===== src/rtl/core/utlm_ram.sv =====
module utlm_ram #(
	parameter int DEPTH = 41,
	parameter int AW    = 6
) (
	input  logic          clk,
	input  logic          we,
	input  logic [AW-1:0] waddr,
	input  logic [31:0]   wdata,
	input  logic [AW-1:0] raddr,
	output logic [31:0]   rdata
);

	logic [31:0] mem [DEPTH];

	always_ff @(posedge clk) begin
		if (we) begin
			mem[waddr] <= wdata;
		end
		rdata <= mem[raddr];
	end

endmodule


===== config.mk =====
export PLATFORM = sky130hd
export DESIGN_NAME = utlm_ram
export DESIGN_NICKNAME = d
export VERILOG_FILES = /design/src/rtl/core/utlm_ram.sv
export SDC_FILE = /design/constraint.sdc
export NUM_CORES = 1
export LEC_CHECK = 0
export BUFFER_PORTS_ARGS = -buffer_cell sky130_fd_sc_hd__buf_4
export CORE_MARGIN = 4
export CORE_UTILIZATION = 60
export CTS_CLUSTER_DIAMETER = 30
export DETAILED_ROUTE_END_ITERATION = 8
export PLACE_DENSITY = 0.76
export SLEW_MARGIN = 40
export SYNTH_ARGS = -nofsm -noshare
export SYNTH_HDL_FRONTEND = slang
export SYNTH_SLANG_ARGS = --single-unit

===== constraint.sdc =====
create_clock -name clk -period 10.05 [get_ports clk]
set_clock_uncertainty 0.15 [all_clocks]
set_input_delay 2.01 -clock clk [delete_from_list [all_inputs] [get_ports clk]]
set_output_delay 2.01 -clock clk [all_outputs]
set_load 0.01 [all_outputs]

==> impl_summary.md <==
Run status
The flow ran to the end, and the final reports show no timing, DRC or antenna violations.

Clock tree
The count of cells resized by post-cts repair is 0. At the later pin of the worst-skew pair, clock insertion delay measures 0.77 ns. TritonCTS built the clock tree. The number of levels the H-tree was split into is 4. CTS placed an instance of clkbuf_16 at the clock tree root.

Clock-pin slew was measured on the worst setup and hold paths at 0.05 ns. Clock tree synthesis inserted a total of about 190 buffers. The number of buffers on the longest clock path is 3. Counting every sink on the clock net gives 1,344.

The post-CTS repair timing setup buffer count is 0. For this design, the CTS-stage hold fixing added 0 buffers.

Critical path
On the worst path, the slowest cell contributes a delay of between 0.7 and 0.8 ns. The worst setup path is of the in -> reg kind. For this design, the slowest cell found on the critical path is buf_4. The cell family contributing the most delay on the critical path is buffers and inverters. The signal on the critical path passes through buf_4 -> nor2b_4 -> buf_4 -> buf_4 -> a221oi_1 -> o22ai_1 -> o41ai_2.

The worst setup path is captured at a register. The critical path contains buffers and inverters numbering 3 combined. The type of origin of the critical path is an input port. At the worst endpoint, the arrival time is 5.08 ns. In this design, the critical path's most frequently occurring cell is buf_4. The required time of the critical path is 10.51 ns. In this run the worst path has a maximum fanout of 58.

Global route
The number of antenna violations at the first check in global routing came to 2. The global routing met1 resource utilization is 0.388. Entering global routing, the biggest net connects 117 pins. The total congestion overflow after global routing is 0. In the global route stage, met3 resource usage came out at 0.0717. The aggregate global-route resource usage is 0.281. The first global-routing pass estimated 185,000 um of wire. The number of global-route vias before repair is about 28,000.

After global routing, the most crowded layer is met2. The global-route track usage on met2 is 0.445.

Cells and area
The most common cell after layout, fill and taps aside is edfxtp_1. In the final layout, the share of cells above drive strength 1 is 0.223. The filler cells instantiated in the layout total 4,806. The net count of the finished layout is 2,848. The library cells used most frequently in the layout, excluding fill and tap cells, are edfxtp_1 (1,312), mux2i_1 (464), clkbuf_16 (188). Compared with the post-synthesis result, the final layout area differs by 16.1%.

At the end of the flow the core is filled with cells to 0.706.

Floorplan
The number of ports placed on the die boundary is 78. The floorplan step defined a die boundary enclosing 91,500 um2. The initial core utilization is 0.608. The die extent in y is 302 um.

The region available for standard cell placement spans 85,500 um2. From left edge to right edge, the die measures roughly 300 um. The site row count is roughly 110.

Drt
The via density per instance is 6.61. For this block, the initial DRC count from the detailed router was about 3,500. The final wirelength is about 130,000 um.

In the routed design, unresolved DRC markers number 0. Detailed routing inserted a total of around 27,000 vias. The count of nets left with antenna violations once routing finished came out at 0. The routed length per placed instance is 31.0 um.

The first detailed-routing pass ran for 5 iterations.

Power and ir drop
The worst ir drop on vdd is 0.187 mV. After layout, the design draws a total of roughly 0.013 W. The power density over cell area is around 220 nW/um2. For this design the static power due to leakage is approximately 21 nW.

STA
The worst path in the final design needs a cycle of 4.61 ns, including I/O delays and setup. The achievable frequency is 0.217 GHz. The final count of hold timing violations is 0. Setup total negative slack on the finished layout was measured at 0 ns.

At the pin with the least slew margin, the transition time is 0.875 ns. The share of the clock period used by the worst path after layout is 0.459. The max-slew violation count is 0. The worst slew margin relative to its limit is 0.416.

Setup repair after global routing left no endpoint under its margin. The total of endpoints with negative setup slack in the final report is 0.

Logic synthesis
After synthesis the netlist holds a flip-flop and latch count of 1,344. The Yosys step of the flow raised 0 warnings. The sequential-to-total area share from yosys stat is 0.770.

The post-synthesis cell type with the largest combined area is edfxtp_1. Synthesis produced a netlist with a net count of 2,671. Counting every instance in the synthesized netlist gives ~2,600.

By area the synthesized netlist is led by edfxtp_1 (76%), mux2i_1 (8.9%), mux4_2 (4.3%). Averaged over all synthesized cells, the footprint is 19.8 um2. Of the post-synthesis cell area, the dominant cell type holds 0.757. Synthesis instantiated 37 different standard cells from the library. The mapped netlist covers roughly 52,000 um2.

Place
Once detailed placement completed, the half-perimeter wirelength came to 64,200 um. The final weighted congestion in routability-driven placement is 0.824. Port buffering added 77 buffers.

Run
The max capacitance violation total is 0.

Hold path
The worst hold path belongs to the class reg -> reg.
-- cell families after synthesis --
logic type,share of synthesized area
buffers and inverters,0.0225
AO/OA/AOI/OAI,0.0557
AND/OR/NAND/NOR,0.0145
flip-flops,0.770
multiplexers,0.138
-- through the flow --
| step | instance area (um2) | worst slack (ns) | instances | hold WS (ns) |
|---|---|---|---|---|
| 2_1_floorplan | 52000 | 4.25 | 2625 | 0.373 |
| 3_3_place_gp | 53700 | 4.61 | 3752 | 0.399 |
| 3_5_place_dp | 53800 | 4.71 | 3755 | 0.414 |
| 4_1_cts | 60300 | 5.50 | 4107 | 0.426 |
| 5_1_grt | 60400 | 5.42 | 4110 | 0.474 |
| 6_report | 60400 | 5.44 | 4111 | 0.426 |
-- path summary, 6_finish.rpt --
path | startpoint | to | slack [ns] | cells past startpoint
setup / recovery | raddr[1] | rdata[21] | 5.44 | 7
setup reg to reg | mem[8][12] | rdata[12] | 8.04 | 5
hold reg to reg | mem[40][31] | rdata[31] | 0.43 | 4
hold / removal | mem[40][31] | rdata[31] | 0.43 | 4
-- where the power goes --
part	leakage, nW	internal [W]	switching (W)
Clock	3.13	0.00415	0.00254
Combinational	5.38	0.000206	0.000359
Sequential	12.1	0.00621	0.0000240
-- synth_stat cells, drive strengths merged --
cell type / n
or2: 2
nor2: 41
a21oi: 64
edfxtp: 1312
nand2b: 7
nor2b: 11
o31ai: 4
o22ai: 26
o21ai: 32
mux4: 104
buf: 91
nor3b: 2
dfxtp: 32
and2: 1
mux2: 14
a221oi: 52
or3b: 1
o41ai: 22
nand2: 78
clkbuf: 66
a211oi: 6
nand4: 1
or3: 3
nor3: 9
a22oi: 106
a22o: 58
nand3: 16
mux2i: 464
-- registers in the layout (all words and copies together) (netlist names) --
register / cells
mem: 1312
rdata: 32
-- tightest hold or removal path, stage by stage, from the launching register on --
cell and delay, ns:
edfxtp_1 0.31, nand2_1 0.06, o21ai_1 0.07, nand2_1 0.07, o41ai_2 0.04
-- layout make-up --
type | count | area, um2 | area share
clock buffer | 212 | 4830 | 0.0800
tap | 1144 | 1430 | 0.0237
antenna | 1 | 2.50 | 0.0000414
timing repair buffer | 146 | 1250 | 0.0207
sequential | 1344 | 40000 | 0.663
clock inverter | 140 | 1710 | 0.0283
multi-input combinational | 1124 | 11100 | 0.184
-- metal layers --
metal	vias up	wire length (um)
met4	2	3330
met2	1808	61400
met3	276	15300
met1	13877	47400
li1	11200	-
met5	-	11
(Power assumes the default switching activity.)
