File: config.mk
export PLATFORM = sky130hd
export DESIGN_NAME = utlm_alu
export DESIGN_NICKNAME = d
export VERILOG_FILES = /design/src/rtl/core/utlm_pkg.sv /design/src/rtl/core/utlm_alu.sv
export SDC_FILE = /design/constraint.sdc
export NUM_CORES = 1
export LEC_CHECK = 0
export BUFFER_PORTS_ARGS = -buffer_cell sky130_fd_sc_hd__clkbuf_2
export CAP_MARGIN = 15
export CORE_MARGIN = 4
export CORE_UTILIZATION = 45
export DETAILED_ROUTE_END_ITERATION = 16
export GPL_ROUTABILITY_DRIVEN = 0
export GPL_TIMING_DRIVEN = 1
export PLACE_DENSITY_LB_ADDON = 0.3
export SYNTH_ARGS = -nofsm -noshare
export SYNTH_HDL_FRONTEND = slang
export SYNTH_SLANG_ARGS = --single-unit
File: constraint.sdc
create_clock -name vclk -period 8.5
set_input_delay 0.85 -clock vclk [all_inputs]
set_output_delay 0.85 -clock vclk [all_outputs]
set_load 0.005 [all_outputs]
File: src/rtl/core/utlm_pkg.sv
package utlm_pkg;

	typedef enum logic [2:0] {
		CMD_BEGIN   = 3'd0,
		CMD_END     = 3'd1,
		CMD_RELEASE = 3'd2,
		CMD_SUBMIT  = 3'd3,
		CMD_POLL    = 3'd4,
		CMD_REPORT  = 3'd5,
		CMD_READ    = 3'd6,
		CMD_NONE    = 3'd7
	} cmd_t;

	typedef enum logic [2:0] {
		S_IDLE,
		S_PREP1,
		S_SCAN,
		S_PREP2,
		S_SWEEP,
		S_FIN
	} state_t;

	typedef enum logic [1:0] {
		M_CLR,
		M_UPD,
		M_RPT
	} sweep_mode_t;

	typedef struct packed {
		logic        clr;
		logic        is_max;
		logic [31:0] opnd;
	} alu_op_t;

	localparam logic [1:0] EP_BULK = 2'd2;

endpackage

File: src/rtl/core/utlm_alu.sv
module utlm_alu (
	input  utlm_pkg::alu_op_t op,
	input  logic [31:0]       old,
	output logic [31:0]       result
);
	import utlm_pkg::*;

	always_comb begin
		if (op.clr) begin
			result = '0;
		end else if (op.is_max) begin
			result = (op.opnd > old) ? op.opnd : old;
		end else begin
			result = old + op.opnd;
		end
	end

endmodule

==> summary.md <==
| Metric | Value |
|---|---|
| WL final | `10900 um` |
| Global-route wire length before repair | `17900 um` |
| Setup tns final | `0 ns` |
| Number of remaining DRC errors | `0` |
| Gr busiest metal | `met2` |
| Yosys cell types | `70` |
| WL/cell | `15.9 um` |
| Syn Nets | `632` |
| Vias | `a little over 4000` |
| Cells after Synth | `about 500` |
| Crit-path slowest cell | `or4_4` |
| Final Hold Viols | `0` |
| WHS Path Cells | `4` |
| Pre-antenna DRT Iters | `5` |
| Synth Cell Area | `3550 um2` |
| Dominant cells by area after synthesis | `ha_1, mux2i_1, a21oi_1, inv_1, nor2_1` |
| Number of clock buffers in the layout | `0` |
| Post-cts sizing count | `0` |
| Initial drt markers | `207` |
| Final setup fails | `0` |
| Seq/Total Area, Yosys | `0%` |
| Nets@finish | `718` |
| Psw | `0.000157 W` |
| GR Layer Usage met1 | `28.8%` |
| Worst path bufs/invs | `4` |
| Leakage | `~2.1 nW` |
| Leading area contributor after synthesis | `ha_1` |
| Worst Tran Pin Value | `approximately 0.93 ns` |
| Min-Delay Path Class | `in2out` |
| Max Transition Viols Final | `0` |
| WP depth | `12` |
| Fin util | `between 50% and 60%` |
| FF/Latch Area | `0 um2` |
| Yosys warning count | `0` |
| Input/output buffers | `98` |
| Die area | `9380 um2` |
| CP Cell Sequence | `clkbuf_2 > inv_1 > ha_1 > nand4_2 > or4_4 > or3b_4 > o21a_4 > nor2_4 > buf_4 > mux2_1 > a311o_1 > clkbuf_2` |
| Sequential share of power | `0%` |
| FMAX | `0.187 GHz` |
| RSZ-0062 raised after global routing | `no` |
| Placement Rows | `32` |
| Startpoint Class | `input port` |
| Fill count | `811` |
| Post-synth top area share | `22.2%` |
| Core area | `roughly 7700 um2` |
| Ant diodes | `0` |
| CTS Hold Bufs | `0` |
| Peak VDD IR | `0.0337 mV` |
| Vias in the first global route | `3909` |
| Layout cells sized above 1 | `19.8%` |
| Slew margin rel. | `approximately 36%` |
| GRT overflow | `0` |
| Hold_ws | `2.10 ns` |
| Met3 usage | `1.66%` |
| CP peak stage delay | `0.55 ns` |
| DRT antenna net count | `0` |
| Sw Share | `about three fifths` |
| I/O pin cnt | `around 100` |
| Initial antenna violation count | `0` |
| Worst setup path category | `in2out` |
| Starting Density | `46.2%` |
| Clock share of power | `0%` |
| Max Fanout on Critical Path | `16` |
| Synthesized area per cell | `between 7 and 8 um2` |
| Pin count of the biggest net entering global routing | `46` |
| Status | `finished clean` |
| Crit. End Element | `output pin` |
| Worst endpoint required time | `about 7.7 ns` |
| Post-CTS Setup Inserts | `0` |
| CP delay by family, top | `simple AND/OR/NAND/NOR gates` |
| Max Cap Viol | `0` |
| Die width | `between 90 and 100 um` |
| Pwr/cell area | `around 67 nW/um2` |
| Area Overhead vs Synth | `14.1%` |
| Comb pwr share | `100.0%` |
| WP data arrival | `4.51 ns` |
| Final HPWL DP | `8820 um` |
| P_int | `about 0.00011 W` |
| Seq cells | `0` |
| Fin crit period | `5.36 ns` |
| Fin crit share | `between 60% and 70%` |
| Met2 Resource Use GR | `38.3%` |
| Vias/cell | `5.99` |
| Crit-path most repeated cell | `clkbuf_2` |
| Gr usage total | `21.6%` |
| Die H | `just under 100 um` |
cell families after synthesis:
logic type      synth area share, %
fa+ha+maj                      22.7
simple gates                   20.1
buf+inv                        10.1
compound gates                 34.6
xor+xnor                       3.45
mux                            9.08
routing by layer:
metal	wire length [um]	vias up
li1	-	2034
met1	4650	1898
met2	5270	172
met3	797	18
met4	188	0
met5	0	-
cells in the final DEF, fill, tap and decap left out, types with 3 or more instances in the layout:
| cell type | n |
|---|---|
| a21o_1 | 14 |
| o211ai_1 | 7 |
| mux2i_1 | 30 |
| nor4_1 | 4 |
| o31ai_1 | 9 |
| nor2_1 | 50 |
| o21ai_0 | 19 |
| nand2_1 | 18 |
| nand4_1 | 6 |
| o21bai_1 | 3 |
| a31oi_1 | 8 |
| nand2b_1 | 10 |
| xnor2_1 | 12 |
| inv_1 | 59 |
| or2_2 | 3 |
| clkbuf_2 | 98 |
| a31o_2 | 3 |
| a2111oi_0 | 3 |
| o2111ai_1 | 4 |
| nand3_1 | 12 |
| nor3_1 | 12 |
| ha_1 | 63 |
| a21boi_1 | 3 |
| a311o_1 | 3 |
| o21a_1 | 3 |
| o311ai_0 | 3 |
| a21oi_1 | 48 |
| o221ai_1 | 6 |
| nor2b_1 | 9 |
| a211oi_1 | 16 |
cell usage after synthesis, types with 2 or more instances:
cell / count
a21oi_1: 48
nand2b_1: 10
o311ai_0: 3
a311oi_1: 2
o211ai_1: 7
xnor2_1: 12
o21a_1: 3
a31oi_1: 8
a21o_1: 14
o31a_1: 2
nand2_1: 18
buf_6: 3
ha_1: 63
o31ai_1: 9
nand4_1: 6
nor2_1: 50
mux2i_1: 30
buf_12: 3
a221oi_1: 2
o21bai_1: 3
a211o_1: 2
nor2b_1: 9
a311o_1: 3
a2111oi_0: 3
inv_1: 59
nor3_1: 12
a211oi_1: 16
or4_1: 2
a31o_2: 3
nand3_1: 12
clkbuf_1: 9
or2_2: 3
and3_1: 2
o2111ai_1: 4
o21ai_0: 19
o2bb2ai_1: 2
o22ai_1: 2
a21boi_1: 3
o221ai_1: 6
nor4_1: 4
xor2_1: 2
through the flow:
stage / power (W) / std cells / area [um2] / setup slack, ns
after floorplan: 0.000193 / 502 / 3550 / 4.39
after global placement: 0.000262 / 688 / 4050 / 3.20
after detailed placement: 0.000266 / 688 / 4050 / 3.15
after CTS: 0.000268 / 688 / 4050 / 3.15
after global routing: 0.000299 / 688 / 4050 / 2.91
final: 0.000270 / 688 / 4050 / 3.14
worst min-delay path: stages:
cell and delay, ns:
clkbuf_2 0.10, mux2i_1 0.12, a21oi_1 0.07, clkbuf_2 0.11
area by class of cell:
type	count	area, um2	area share [%]
inverters	60	225	5.56
multi-input cells	426	3200	78.8
well taps	102	128	3.15
repair buffers	100	505	12.5
power groups by stage:
stage	Sequential [W]	Combinational [W]	Clock, W
floorplan	0	0.000193	0
global placement	0	0.000262	0
detailed placement	0	0.000266	0
CTS	0	0.000268	0
global route	0	0.000299	0
finish	0	0.000270	0
final timing paths:
path / start / to / slack, ns
max: old[14] / result[27] / 3.14
min: old[9] / result[9] / 2.10
Power figures use the tool's default switching activity.
